[src/hearing_mix_soft_knee_limiter_top_macros.svh]
// assertion macros shared by the rtl
`ifndef HEARING_MIX_SOFT_KNEE_LIMITER_TOP_MACROS_SVH
`define HEARING_MIX_SOFT_KNEE_LIMITER_TOP_MACROS_SVH
`ifndef SYNTHESIS
`define HMSKL_ASSERT(name, clk, rst_n, prop) \
  name: assert property (@(posedge clk) disable iff (!rst_n) (prop)) \
    else $error("hmskl assertion failed");
`define HMSKL_ASSERT_NEXT(name, clk, rst_n, ante, cons) \
  name: assert property (@(posedge clk) disable iff (!rst_n) (ante) |=> (cons)) \
    else $error("hmskl assertion failed");
`else
`define HMSKL_ASSERT(name, clk, rst_n, prop)
`define HMSKL_ASSERT_NEXT(name, clk, rst_n, ante, cons)
`endif
`endif

[src/hmskl_pkg.sv]
package hmskl_pkg;

  localparam int unsigned MUL_A_W = 25;
  localparam int unsigned MUL_B_W = 16;
  localparam int unsigned MUL_P_W = MUL_A_W + MUL_B_W;
  localparam int unsigned DIV_N_W = 28;
  localparam int unsigned DIV_D_W = 16;

  localparam logic [15:0] HP_POLE      = 16'd31130;
  localparam logic [15:0] ATTACK_COEF  = 16'd655;
  localparam logic [15:0] RELEASE_COEF = 16'd6554;
  localparam logic [23:0] KNEE_LO      = 24'd22938;
  localparam logic [23:0] KNEE_HI      = 24'd29491;
  localparam logic [15:0] LIMIT_POS    = 16'sd26214;
  localparam logic [15:0] LIMIT_NEG    = -16'sd26214;
  localparam logic [23:0] ENV_MAX      = 24'hFFFFFF;
  localparam logic [15:0] MIC_GAIN_RST = 16'd4096;
  localparam logic [15:0] AMB_GAIN_RST = 16'd0;

  localparam logic [1:0] REG_MIC_GAIN = 2'd0;
  localparam logic [1:0] REG_AMB_GAIN = 2'd1;
  localparam logic [1:0] REG_NS_EN    = 2'd2;

  typedef struct packed {
    logic busy;
    logic done;
  } unit_stat_t;

  typedef enum logic [4:0] {
    ST_IDLE,
    ST_HP_GO,
    ST_HP_WAIT,
    ST_MIX1_GO,
    ST_MIX1_WAIT,
    ST_MIX2_GO,
    ST_MIX2_WAIT,
    ST_ENV_GO,
    ST_ENV_WAIT,
    ST_KNEE_CHK,
    ST_SQ_GO,
    ST_SQ_WAIT,
    ST_DIV_GO,
    ST_DIV_WAIT,
    ST_KM_GO,
    ST_KM_WAIT,
    ST_OUT
  } state_e;

endpackage

[src/hearing_mix_soft_knee_limiter_top.sv]
// channel | direction | payload       | handshake
// in      | input     | sample_in_i   | in_valid_i / in_stall_o
// out     | output    | sample_out_o  | out_valid_o / out_stall_i
// cfg     | input     | pwdata/prdata | apb psel / penable, pready always high
//
// a transaction outside the knee skips the knee steps, and the high-pass step runs
// only when it is enabled; the shared bit-serial multiplier and the 28-step
// divider do the arithmetic
// rst_ni clears the state machine, the filter and envelope state and the apb registers
// a stalled result waits in the output register while the next sample is taken
module hearing_mix_soft_knee_limiter_top (
  input  logic        clk_i,
  input  logic        rst_ni,
  input  logic        in_valid_i,
  output logic        in_stall_o,
  input  logic [15:0] sample_in_i,
  output logic        out_valid_o,
  input  logic        out_stall_i,
  output logic [15:0] sample_out_o,
  input  logic        psel,
  input  logic        penable,
  input  logic        pwrite,
  input  logic [3:0]  paddr,
  input  logic [31:0] pwdata,
  output logic [31:0] prdata,
  output logic        pready
);

`include "hearing_mix_soft_knee_limiter_top_macros.svh"

  // config registers
  logic [15:0] mic_gain_q, amb_gain_q;
  logic        ns_en_q;

  // filter and limiter state
  logic signed [15:0] hp_in_q;
  logic signed [23:0] hp_out_q;
  logic        [23:0] env_q;

  // per-sample working registers
  logic signed [15:0] x_q;
  logic signed [23:0] p_q, mix_q;
  logic signed [40:0] acc_q;
  logic        [12:0] k_q;
  logic        [27:0] num_q;
  logic        [15:0] gain_q;
  logic signed [15:0] y_q, out_q;
  logic               out_valid_q;

  hmskl_pkg::state_e state_q, state_d;

  // shared units
  logic                                 mul_start, div_start;
  logic signed [hmskl_pkg::MUL_A_W-1:0] mul_a;
  logic        [hmskl_pkg::MUL_B_W-1:0] mul_b;
  logic signed [hmskl_pkg::MUL_P_W-1:0] mul_p;
  hmskl_pkg::unit_stat_t                mul_stat, div_stat;
  logic        [hmskl_pkg::DIV_N_W-1:0] div_q;

  logic in_acc, out_free, cfg_wr;

  function automatic logic signed [23:0] sat24(input logic signed [29:0] v);
    if (v > 30'sd8388607) return 24'sh7FFFFF;
    if (v < -30'sd8388608) return 24'sh800000;
    return v[23:0];
  endfunction

  function automatic logic signed [15:0] sat16(input logic signed [25:0] v);
    if (v > 26'sd32767) return 16'sh7FFF;
    if (v < -26'sd32768) return 16'sh8000;
    return v[15:0];
  endfunction

  assign in_acc   = in_valid_i && !in_stall_o;
  assign out_free = !out_valid_q || !out_stall_i;
  assign cfg_wr   = psel && penable && pwrite;
  assign pready   = 1'b1;

  // apb registers
  always_ff @(posedge clk_i or negedge rst_ni) begin
    if (!rst_ni) begin
      mic_gain_q <= hmskl_pkg::MIC_GAIN_RST;
      amb_gain_q <= hmskl_pkg::AMB_GAIN_RST;
      ns_en_q    <= 1'b0;
    end else if (cfg_wr) begin
      unique case (paddr[3:2])
        hmskl_pkg::REG_MIC_GAIN: mic_gain_q <= pwdata[15:0];
        hmskl_pkg::REG_AMB_GAIN: amb_gain_q <= pwdata[15:0];
        hmskl_pkg::REG_NS_EN:    ns_en_q    <= pwdata[0];
        default: ;
      endcase
    end
  end

  always_comb begin
    unique case (paddr[3:2])
      hmskl_pkg::REG_MIC_GAIN: prdata = {16'd0, mic_gain_q};
      hmskl_pkg::REG_AMB_GAIN: prdata = {16'd0, amb_gain_q};
      hmskl_pkg::REG_NS_EN:    prdata = {31'd0, ns_en_q};
      default:                 prdata = '0;
    endcase
  end

  // envelope step inputs: |mix|, gap and attack or release coefficient
  logic [23:0]        abs_mix;
  logic signed [24:0] env_gap;
  logic               rising;
  logic               env_in_knee;

  always_comb begin
    abs_mix     = mix_q[23] ? 24'(-mix_q) : 24'(mix_q);
    env_gap     = $signed({1'b0, abs_mix}) - $signed({1'b0, env_q});
    rising      = abs_mix > env_q;
    env_in_knee = env_q > hmskl_pkg::KNEE_LO && env_q < hmskl_pkg::KNEE_HI;
  end

  // next state
  always_comb begin
    state_d = state_q;
    unique case (state_q)
      hmskl_pkg::ST_IDLE:
        if (in_acc) state_d = ns_en_q ? hmskl_pkg::ST_HP_GO : hmskl_pkg::ST_MIX1_GO;
      hmskl_pkg::ST_HP_GO:     state_d = hmskl_pkg::ST_HP_WAIT;
      hmskl_pkg::ST_HP_WAIT:   if (mul_stat.done) state_d = hmskl_pkg::ST_MIX1_GO;
      hmskl_pkg::ST_MIX1_GO:   state_d = hmskl_pkg::ST_MIX1_WAIT;
      hmskl_pkg::ST_MIX1_WAIT: if (mul_stat.done) state_d = hmskl_pkg::ST_MIX2_GO;
      hmskl_pkg::ST_MIX2_GO:   state_d = hmskl_pkg::ST_MIX2_WAIT;
      hmskl_pkg::ST_MIX2_WAIT: if (mul_stat.done) state_d = hmskl_pkg::ST_ENV_GO;
      hmskl_pkg::ST_ENV_GO:    state_d = hmskl_pkg::ST_ENV_WAIT;
      hmskl_pkg::ST_ENV_WAIT:  if (mul_stat.done) state_d = hmskl_pkg::ST_KNEE_CHK;
      hmskl_pkg::ST_KNEE_CHK:
        if (env_q <= hmskl_pkg::KNEE_LO || env_q >= hmskl_pkg::KNEE_HI)
          state_d = hmskl_pkg::ST_OUT;
        else
          state_d = hmskl_pkg::ST_SQ_GO;
      hmskl_pkg::ST_SQ_GO:     state_d = hmskl_pkg::ST_SQ_WAIT;
      hmskl_pkg::ST_SQ_WAIT:   if (mul_stat.done) state_d = hmskl_pkg::ST_DIV_GO;
      hmskl_pkg::ST_DIV_GO:    state_d = hmskl_pkg::ST_DIV_WAIT;
      hmskl_pkg::ST_DIV_WAIT:  if (div_stat.done) state_d = hmskl_pkg::ST_KM_GO;
      hmskl_pkg::ST_KM_GO:     state_d = hmskl_pkg::ST_KM_WAIT;
      hmskl_pkg::ST_KM_WAIT:   if (mul_stat.done) state_d = hmskl_pkg::ST_OUT;
      hmskl_pkg::ST_OUT:       if (out_free) state_d = hmskl_pkg::ST_IDLE;
      default:                 state_d = hmskl_pkg::ST_IDLE;
    endcase
  end

  // unit control and operand selection
  always_comb begin
    mul_start  = 1'b0;
    div_start  = 1'b0;
    mul_a      = '0;
    mul_b      = '0;
    in_stall_o = (state_q != hmskl_pkg::ST_IDLE);
    unique case (state_q)
      hmskl_pkg::ST_HP_GO: begin
        mul_start = 1'b1;
        mul_a     = 25'(hp_out_q);
        mul_b     = hmskl_pkg::HP_POLE;
      end
      hmskl_pkg::ST_MIX1_GO: begin
        mul_start = 1'b1;
        mul_a     = 25'(p_q);
        mul_b     = mic_gain_q;
      end
      hmskl_pkg::ST_MIX2_GO: begin
        mul_start = 1'b1;
        mul_a     = 25'(x_q);
        mul_b     = amb_gain_q;
      end
      hmskl_pkg::ST_ENV_GO: begin
        mul_start = 1'b1;
        mul_a     = env_gap;
        mul_b     = rising ? hmskl_pkg::ATTACK_COEF : hmskl_pkg::RELEASE_COEF;
      end
      hmskl_pkg::ST_SQ_GO: begin
        mul_start = 1'b1;
        mul_a     = $signed({12'd0, k_q});
        mul_b     = {3'd0, k_q};
      end
      hmskl_pkg::ST_DIV_GO: div_start = 1'b1;
      hmskl_pkg::ST_KM_GO: begin
        mul_start = 1'b1;
        mul_a     = 25'(mix_q);
        mul_b     = gain_q;
      end
      default: ;
    endcase
  end

  // datapath step results
  logic signed [40:0] hp_rnd, km_rnd;
  logic signed [26:0] hp_sum;
  logic signed [41:0] mix_sum, mix_rnd;
  logic signed [40:0] env_rnd;
  logic signed [25:0] env_new;
  logic        [27:0] sq5;

  always_comb begin
    hp_rnd  = mul_p + 41'sd16384;
    hp_sum  = 27'(x_q) - 27'(hp_in_q) + 27'($signed(hp_rnd[40:15]));
    mix_sum = 42'(acc_q) + 42'(mul_p);
    mix_rnd = mix_sum + 42'sd2048;
    env_rnd = mul_p + 41'sd32768;
    env_new = $signed({2'b00, env_q}) + 26'($signed(env_rnd[40:16]));
    sq5     = {mul_p[25:0], 2'b00} + 28'(mul_p[25:0]) + 28'(env_q);
    km_rnd  = mul_p + 41'sd16384;
  end

  always_ff @(posedge clk_i or negedge rst_ni) begin
    if (!rst_ni) begin
      state_q     <= hmskl_pkg::ST_IDLE;
      hp_in_q     <= '0;
      hp_out_q    <= '0;
      env_q       <= '0;
      out_valid_q <= 1'b0;
    end else begin
      state_q <= state_d;
      // a new result replaces the one leaving in the same cycle
      if (state_q == hmskl_pkg::ST_OUT && out_free) out_valid_q <= 1'b1;
      else if (out_valid_q && !out_stall_i) out_valid_q <= 1'b0;
      unique case (state_q)
        hmskl_pkg::ST_HP_WAIT:
          if (mul_stat.done) begin
            hp_in_q  <= x_q;
            hp_out_q <= sat24(30'(hp_sum));
          end
        hmskl_pkg::ST_ENV_WAIT:
          if (mul_stat.done) begin
            if (env_new < 0) env_q <= '0;
            else if (env_new > $signed({2'b00, hmskl_pkg::ENV_MAX}))
              env_q <= hmskl_pkg::ENV_MAX;
            else env_q <= env_new[23:0];
          end
        default: ;
      endcase
    end
  end

  // payload registers
  always_ff @(posedge clk_i) begin
    unique case (state_q)
      hmskl_pkg::ST_IDLE:
        if (in_acc) begin
          x_q <= sample_in_i;
          p_q <= 24'($signed(sample_in_i));
        end
      hmskl_pkg::ST_HP_WAIT:   if (mul_stat.done) p_q <= sat24(30'(hp_sum));
      hmskl_pkg::ST_MIX1_WAIT: if (mul_stat.done) acc_q <= mul_p;
      hmskl_pkg::ST_MIX2_WAIT: if (mul_stat.done) mix_q <= sat24(mix_rnd[41:12]);
      hmskl_pkg::ST_KNEE_CHK: begin
        k_q <= 13'(env_q - hmskl_pkg::KNEE_LO);
        if (env_q <= hmskl_pkg::KNEE_LO) y_q <= sat16(26'(mix_q));
        else if (mix_q > 0) y_q <= hmskl_pkg::LIMIT_POS;
        else if (mix_q < 0) y_q <= hmskl_pkg::LIMIT_NEG;
        else y_q <= '0;
      end
      hmskl_pkg::ST_SQ_WAIT:   if (mul_stat.done) num_q <= sq5;
      hmskl_pkg::ST_DIV_WAIT:  if (div_stat.done) gain_q <= 16'(17'h08000 - 17'(div_q[15:0]));
      hmskl_pkg::ST_KM_WAIT:   if (mul_stat.done) y_q <= sat16(km_rnd[40:15]);
      hmskl_pkg::ST_OUT:       if (out_free) out_q <= y_q;
      default: ;
    endcase
  end

  hmskl_mul u_mul (
    .clk_i   (clk_i),
    .rst_ni  (rst_ni),
    .start_i (mul_start),
    .a_i     (mul_a),
    .b_i     (mul_b),
    .prod_o  (mul_p),
    .stat_o  (mul_stat)
  );

  // divisor is twice the envelope, which stays below the upper knee here
  hmskl_div u_div (
    .clk_i   (clk_i),
    .rst_ni  (rst_ni),
    .start_i (div_start),
    .num_i   (num_q),
    .den_i   ({env_q[14:0], 1'b0}),
    .quo_o   (div_q),
    .stat_o  (div_stat)
  );

  assign out_valid_o  = out_valid_q;
  assign sample_out_o = out_q;

  `HMSKL_ASSERT(a_mul_idle_start, clk_i, rst_ni, !mul_start || !mul_stat.busy)
  `HMSKL_ASSERT(a_div_idle_start, clk_i, rst_ni, !div_start || !div_stat.busy)
  `HMSKL_ASSERT(a_div_in_knee, clk_i, rst_ni, !div_start || env_in_knee)
  `HMSKL_ASSERT_NEXT(a_busy_after_accept, clk_i, rst_ni, in_acc, in_stall_o)

endmodule

[src/hmskl_mul.sv]
// bit-serial signed x unsigned multiplier, one multiplier bit per cycle
module hmskl_mul (
  input  logic                                   clk_i,
  input  logic                                   rst_ni,
  input  logic                                   start_i,
  input  logic signed [hmskl_pkg::MUL_A_W-1:0]   a_i,
  input  logic        [hmskl_pkg::MUL_B_W-1:0]   b_i,
  output logic signed [hmskl_pkg::MUL_P_W-1:0]   prod_o,
  output hmskl_pkg::unit_stat_t                  stat_o
);

  localparam int unsigned CntW = $clog2(hmskl_pkg::MUL_B_W);

  logic signed [hmskl_pkg::MUL_A_W-1:0] a_q;
  logic signed [hmskl_pkg::MUL_A_W:0]   hi_q, hi_d, sum;
  logic        [hmskl_pkg::MUL_B_W-1:0] lo_q, lo_d;
  logic        [CntW-1:0]               cnt_q;
  logic                                 busy_q, done_q;

  always_comb begin
    sum  = hi_q + (lo_q[0] ? {a_q[hmskl_pkg::MUL_A_W-1], a_q} : '0);
    hi_d = {sum[hmskl_pkg::MUL_A_W], sum[hmskl_pkg::MUL_A_W:1]};
    lo_d = {sum[0], lo_q[hmskl_pkg::MUL_B_W-1:1]};
  end

  always_ff @(posedge clk_i or negedge rst_ni) begin
    if (!rst_ni) begin
      busy_q <= 1'b0;
      done_q <= 1'b0;
      cnt_q  <= '0;
    end else begin
      done_q <= 1'b0;
      if (start_i) begin
        busy_q <= 1'b1;
        cnt_q  <= '0;
      end else if (busy_q) begin
        cnt_q <= cnt_q + 1'b1;
        if (cnt_q == CntW'(hmskl_pkg::MUL_B_W - 1)) begin
          busy_q <= 1'b0;
          done_q <= 1'b1;
        end
      end
    end
  end

  always_ff @(posedge clk_i) begin
    if (start_i) begin
      a_q  <= a_i;
      hi_q <= '0;
      lo_q <= b_i;
    end else if (busy_q) begin
      hi_q <= hi_d;
      lo_q <= lo_d;
    end
  end

  assign prod_o      = hmskl_pkg::MUL_P_W'({hi_q, lo_q});
  assign stat_o.busy = busy_q;
  assign stat_o.done = done_q;

endmodule

[src/hmskl_div.sv]
// restoring divider, one quotient bit per cycle
module hmskl_div (
  input  logic                              clk_i,
  input  logic                              rst_ni,
  input  logic                              start_i,
  input  logic [hmskl_pkg::DIV_N_W-1:0]     num_i,
  input  logic [hmskl_pkg::DIV_D_W-1:0]     den_i,
  output logic [hmskl_pkg::DIV_N_W-1:0]     quo_o,
  output hmskl_pkg::unit_stat_t             stat_o
);

  localparam int unsigned CntW = $clog2(hmskl_pkg::DIV_N_W);

  logic [hmskl_pkg::DIV_D_W-1:0] den_q, rem_q;
  logic [hmskl_pkg::DIV_N_W-1:0] quo_q;
  logic [hmskl_pkg::DIV_D_W:0]   sh;
  logic [hmskl_pkg::DIV_D_W+1:0] diff;
  logic                          ge;
  logic [CntW-1:0]               cnt_q;
  logic                          busy_q, done_q;

  always_comb begin
    sh   = {rem_q, quo_q[hmskl_pkg::DIV_N_W-1]};
    diff = {1'b0, sh} - {2'b00, den_q};
    ge   = ~diff[hmskl_pkg::DIV_D_W+1];
  end

  always_ff @(posedge clk_i or negedge rst_ni) begin
    if (!rst_ni) begin
      busy_q <= 1'b0;
      done_q <= 1'b0;
      cnt_q  <= '0;
    end else begin
      done_q <= 1'b0;
      if (start_i) begin
        busy_q <= 1'b1;
        cnt_q  <= '0;
      end else if (busy_q) begin
        cnt_q <= cnt_q + 1'b1;
        if (cnt_q == CntW'(hmskl_pkg::DIV_N_W - 1)) begin
          busy_q <= 1'b0;
          done_q <= 1'b1;
        end
      end
    end
  end

  always_ff @(posedge clk_i) begin
    if (start_i) begin
      den_q <= den_i;
      rem_q <= '0;
      quo_q <= num_i;
    end else if (busy_q) begin
      rem_q <= ge ? diff[hmskl_pkg::DIV_D_W-1:0] : sh[hmskl_pkg::DIV_D_W-1:0];
      quo_q <= {quo_q[hmskl_pkg::DIV_N_W-2:0], ge};
    end
  end

  assign quo_o       = quo_q;
  assign stat_o.busy = busy_q;
  assign stat_o.done = done_q;

endmodule

[config.mk]
export PLATFORM = sky130hd
export DESIGN_NAME = hearing_mix_soft_knee_limiter_top
export DESIGN_NICKNAME = d
export VERILOG_FILES = /design/src/hmskl_pkg.sv /design/src/hearing_mix_soft_knee_limiter_top.sv /design/src/hmskl_mul.sv /design/src/hmskl_div.sv
export VERILOG_INCLUDE_DIRS = /design/src /design/src/src
export SDC_FILE = /design/constraint.sdc
export NUM_CORES = 1
export LEC_CHECK = 0
export ABC_AREA = 1
export BUFFER_PORTS_ARGS = -buffer_cell sky130_fd_sc_hd__buf_2
export CAP_MARGIN = 20
export CELL_PAD_IN_SITES_DETAIL_PLACEMENT = 0
export CELL_PAD_IN_SITES_GLOBAL_PLACEMENT = 1
export CORE_ASPECT_RATIO = 1.25
export CORE_MARGIN = 8
export CORE_UTILIZATION = 43
export DETAILED_ROUTE_END_ITERATION = 10
export GPL_ROUTABILITY_DRIVEN = 0
export PLACE_DENSITY_LB_ADDON = 0.1
export SYNTH_ARGS = -nofsm -noshare
export SYNTH_HDL_FRONTEND = slang
export SYNTH_HIERARCHICAL = 1
export SYNTH_SLANG_ARGS = --single-unit
[constraint.sdc]
create_clock -name clk_i -period 11.5 [get_ports clk_i]
set_clock_uncertainty 0.05 [all_clocks]
set_input_delay 1.15 -clock clk_i [delete_from_list [all_inputs] [get_ports clk_i]]
set_output_delay 1.15 -clock clk_i [all_outputs]
set_load 0.01 [all_outputs]
# Yosys cells after proc, flatten, opt, wreduce, memory -nomap -nowiden
# Index checks and enable logic that the tools add are counted.
[totals]
register_bits = 435
input_bits = 59
word_cells = 221
[op_classes]
add_sub_neg = 17
order_cmp = 15
n_eq_ne = 29
muxes = 97
bitwise_logic = 1
reduce_logical = 33
[op_table]
columns = ["op", "count"]
rows = [
  ["$mux W24", 13],
  ["$mux W16", 15],
  ["$pmux W25 S6", 1],
  ["$pmux W16 S6", 1],
  ["$pmux W5 S17", 1],
  ["$mux W5", 12],
  ["$mux W28", 2],
  ["$pmux W16 S3", 1],
  ["$pmux W24 S2", 1],
  ["$mux W1", 44],
  ["$add A41 B41 Y42", 1],
  ["$add A42 B13 Y42 const B", 1],
  ["$add A41 B16 Y41 const B", 1],
  ["$add A41 B17 Y41 const B", 1],
  ["$eq A5 B4 Y1 const B", 8],
  ["$pmux W16 S2", 1],
  ["$gt A30 B24 Y1 const B", 1],
  ["$lt A30 B24 Y1 const B", 1],
  ["$add A28 B24 Y28", 1],
  ["$add A28 B26 Y28", 1],
  ["$add A17 B26 Y27", 1],
  ["$gt A27 B24 Y1 const B", 1],
  ["$lt A27 B24 Y1 const B", 1],
  ["$add A25 B25 Y26", 1],
  ["45 further kinds", 80],
]

# Depth between registers and ports, before layout
[depth]
depth_word = 13
mapped_depth = 28

# Cells and area by module
# Netlist, hierarchy kept.
[modules_own_cells]
columns = ["mod", "instances", "cells_each", "area_per_inst_um2", "seq_area_each_um2"]
rows = [
  ["hearing_mix_soft_knee_limiter_top", 1, 3348, 24883.9, 8404.3],
  ["hmskl_mul", 1, 636, 4509.3, 1881.8],
  ["hmskl_div", 1, 490, 3861.2, 1816.7],
]

# Least setup slack after synthesis
# Ideal clock, no wire load.
[synth_timing]
kind = "register -> register"
startpoint = "reg u_mul/lo_q[14] (netlist bit)"
endpoint = "reg p_q[15], data pin"
setup_time_ps = 260
arrival_time_ps = 3798
path_slack_ps = 7392
path_stages_with_launch = 22
path_buffers = 1
period_less_slack_ps = 4108
cell_sequence = "edfxtp_1 > ha_1 > nand3_1 > nor3_4 > nand2_1 > xor2_1 > inv_1 > fa_1 > ha_1 > nand2_1 > inv_1 > a21boi_0 > nand2_1 > a21oi_1 > nand2_1 > nand2_1 > nand2_1 > o21ai_2 > buf_4 > nand2_1 > nand2_1 > nand2_1"
[synth_via]
elab_chain_len = 11
word_cells_on_any_way = 16
cone_classes = "2 x add/sub; 2 x order compare; 12 x mux"
[synth_rtl]
columns = ["element", "line", "text"]
rows = [
  ["start, declared", "hmskl_mul.sv:16", "logic [hmskl_pkg::MUL_B_W-1:0] lo_q, lo_d;"],
  ["start signal, assigned", "hmskl_mul.sv:50", "lo_q <= b_i;"],
  ["start signal, assigned", "hmskl_mul.sv:53", "lo_q <= lo_d;"],
  ["$add A41 B16 Y41 (*)", "hearing_mix_soft_knee_limiter_top.sv:199", "hp_rnd = mul_p + 41'sd16384;"],
  ["$add A17 B26 Y27 (*)", "hearing_mix_soft_knee_limiter_top.sv:200", "hp_sum = 27'(x_q) - 27'(hp_in_q) + 27'($signed(hp_rnd[40:15]));"],
  ["$lt A27 B24 Y1", "hearing_mix_soft_knee_limiter_top.sv:64", "if (v < -30'sd8388608) return 24'sh800000;"],
  ["$mux W1 (2 in a row)", "hearing_mix_soft_knee_limiter_top.sv:64", ""],
  ["$mux W1", "hearing_mix_soft_knee_limiter_top.sv:247", "hmskl_pkg::ST_HP_WAIT: if (mul_stat.done) p_q <= sat24(30'(hp_sum));"],
  ["$mux W1", "hearing_mix_soft_knee_limiter_top.sv:241", "unique case (state_q)"],
  ["$mux W24", "hearing_mix_soft_knee_limiter_top.sv:65", "return v[23:0];"],
  ["$mux W24 (*)", "hearing_mix_soft_knee_limiter_top.sv:64", ""],
  ["$mux W24 (*)", "hearing_mix_soft_knee_limiter_top.sv:247", ""],
  ["$pmux W24 S2 (*)", "hearing_mix_soft_knee_limiter_top.sv:241", ""],
  ["end signal, assigned", "hearing_mix_soft_knee_limiter_top.sv:245", "p_q <= 24'($signed(sample_in_i));"],
  ["end signal, assigned", "hearing_mix_soft_knee_limiter_top.sv:247", ""],
  ["end, declared", "hearing_mix_soft_knee_limiter_top.sv:42", "logic signed [23:0] p_q, mix_q;"],
]
# Mark *: on every way between the ends. The rest lies on a longest branch, timed or not. The select of a mux whose other input is x is not followed.
# A chain may end at the register's enable or synchronous reset.

# Worst setup path after layout
[layout_timing]
startpoint = "reg u_mul/hi_q[1] (netlist bit)"
endpoint = "reg p_q[15], data pin"
[layout_via]
elab_chain_len = 11
word_cells_on_any_way = 16
cone_classes = "2 x add/sub; 2 x order compare; 12 x mux"
[layout_rtl]
columns = ["element", "line", "text"]
rows = [
  ["start, declared", "hmskl_mul.sv:15", "logic signed [hmskl_pkg::MUL_A_W:0] hi_q, hi_d, sum;"],
  ["start signal, assigned", "hmskl_mul.sv:52", "hi_q <= hi_d;"],
  ["$add A41 B16 Y41 (*)", "hearing_mix_soft_knee_limiter_top.sv:199", ""],
  ["$add A17 B26 Y27 (*)", "hearing_mix_soft_knee_limiter_top.sv:200", ""],
  ["$lt A27 B24 Y1", "hearing_mix_soft_knee_limiter_top.sv:64", ""],
  ["$mux W1 (2 in a row)", "hearing_mix_soft_knee_limiter_top.sv:64", ""],
  ["$mux W1", "hearing_mix_soft_knee_limiter_top.sv:247", ""],
  ["$mux W1", "hearing_mix_soft_knee_limiter_top.sv:241", ""],
  ["$mux W24", "hearing_mix_soft_knee_limiter_top.sv:65", ""],
  ["$mux W24 (*)", "hearing_mix_soft_knee_limiter_top.sv:64", ""],
  ["$mux W24 (*)", "hearing_mix_soft_knee_limiter_top.sv:247", ""],
  ["$pmux W24 S2 (*)", "hearing_mix_soft_knee_limiter_top.sv:241", ""],
]
# Marks and branches as above.

==> flow_summary.yaml <==
run_status:
  status: "finished clean"
floorplanning:
  start_util_pct: 43.23
  die_y_um: 326.8
  std_cell_rows: 114
  chipWidth_um: 264.7
  coreArea_um2: 76880
  io_pins: 110
  dieArea_um2: 86510
setup_path:
  end_kind: "flop"
  worst-r2r-setup-slack_ns: 5.52
  crit_required_ns: 11.84
  start_kind: "flop"
  path_max_fanout: 23
  critical_path_class: "reg2reg"
  cp_data_arrival_time_ns: 6.31
min_path:
  min_path_type: "reg2reg"
placement:
  port_buffers: 74
  post-place-ws_ns: 5.526
  hpwl_um: 92580
pwr:
  cellLeakagePower_nw: 18.08
  power_density_nw_per_um2: 250.0
  vdd_drop_max_v: 0.0004151
layout:
  areaGrowthSynthToFinish_pct: 10.23
  mostFrequentLayoutCells: "nand2_1 (1,553), inv_1 (603), nor2_1 (309)"
  final_nets: 4910
  fillers: 7947
  seq_area_um2: 12100
  final_common_cell: "nand2_1"
  drive_above_1_share_pct: 6.684
  multi_input_area_um2: 18390
detailed_routing:
  ant_nets: 0
  drc_errors: 0
  routed_wl_um: 115800
  via_per_inst: 5.270
  vias: 29500
  wire_per_inst_um: 20.69
  firstDrtPassIters: 6
  drt-initial-drc-count: 2390
synthesis:
  synth_area_um2: 33240
  synth_warnings: 6
  syn_avg_cell_area_um2: 7.433
  synthCells: 4472
grt:
  first_global_vias: 28620
  grt_pass1_wl_um: 173700
  grtUsageTotal_pct: 26.05
  grt_overflow: 0
  antenna_found_initial: 4
  grt_max_degree: 66
cts:
  cts_buffer_depth: 3
  clk_pin_slew_ns: 0.06
  clk_latency_ns: 0.65
  ctsResizeCount: 0
  cts_max_level: 2
  cts_tree: "done"
  cts_setup_buffers: 0
  holdBufCountCts: 0
  numCtsBuffers: 50
  cts_sinks: 436
  root_buffer: "clkbuf_16"
sta:
  slew_headroom_pct: 27.51
  worst_pin_slew_ns: 1.086
  hold_violations: 0
  rsz0062_at_grt: "false"
  setup_viol: 0
  post-route-period-util_pct: 51.96
  max_freq_mhz: 167.4
  fin_setup_tns_ns: 0
  maxSlewViolCount: 0
  timing.hold.ws_ns: 0.3503
  layout_setup_ws_ns: 5.525
  fin_crit_ns: 5.975
run:
  cap_violations: 0
==> stage by stage <==
step	power (W)	instances	instance area [um2]	util (%)
after floorplan	0.005766	4488	33300	-
after global placement	0.007457	5497	34790	45.25
after detailed placement	0.007458	5498	34800	45.26
after CTS	0.009218	5592	36590	47.60
after global routing	0.009848	5594	36630	47.65
final	0.009158	5597	36640	47.66
==> worst paths after layout <==
check | start | endpoint | depth (start not counted)
setup / recovery | u_mul/hi_q[1] | p_q[15] | 25
max in group asynchronous | rst_ni | hp_out_q[19] | 2
min in group asynchronous | rst_ni | env_q[14] | 1
setup reg to reg | u_mul/hi_q[1] | p_q[15] | 25
hold reg to reg | y_q[5] | sample_out_o[5] | 0
hold / removal | y_q[5] | sample_out_o[5] | 0
==> layer usage <==
layer / share of wire (%) / wire, um / track usage [%]
met1: 41 / 47920 / 32.00
met2: 49 / 56690 / 45.73
met3: 4.3 / 4956 / 2.452
met4: 5.4 / 6201 / 12.24
met5: 0.013 / 15 / 0
==> worst max-delay path: stages, from the launching register on <==
cell and delay (ns):
dfxtp_1 0.82, nand2_1 0.27, nor2_4 0.21, nand2_2 0.12, xor2_1 0.37, nor2_1 0.08
a21oi_1 0.46, inv_1 0.21, fa_1 0.54, inv_1 0.05, ha_1 0.34, nand2_1 0.11
nor2_1 0.18, nand2_1 0.07, nand2_1 0.16, nand2_1 0.07, nand2_1 0.14, nand2_1 0.13
nand3_1 0.10, nand2_1 0.08, nand3_1 0.07, nand2_1 0.61, nand2_1 0.27, nand2_1 0.10
nand2_1 0.08, nand2_1 0.05
==> state kept, by name (all words and copies together), names as in the netlist, 24 cells and up <==
register / cells
mix_q: 24
hp_out_q: 24
num_q: 28
acc_q: 41
p_q: 24
u_mul/hi_q: 25
u_mul/a_q: 25
env_q: 24
u_div/quo_o: 28
==> layout make-up <==
class,instances,share of cell area [%]
diodes,3,0.02049
clock buffers,70,3.958
clock inverters,24,0.9425
inverters,614,6.290
multi-input cells,3336,50.19
flip-flops and latches,436,33.03
well taps,986,3.367
repair buffers,128,2.199
==> power breakdown <==
group / switching [W] / total (W) / internal (W)
logic: 0.00344 / 0.00501 / 0.00157
registers: 0.000327 / 0.00242 / 0.00210
clock network: 0.000720 / 0.00173 / 0.00101
No activity file was read; power rests on OpenSTA's default activity.
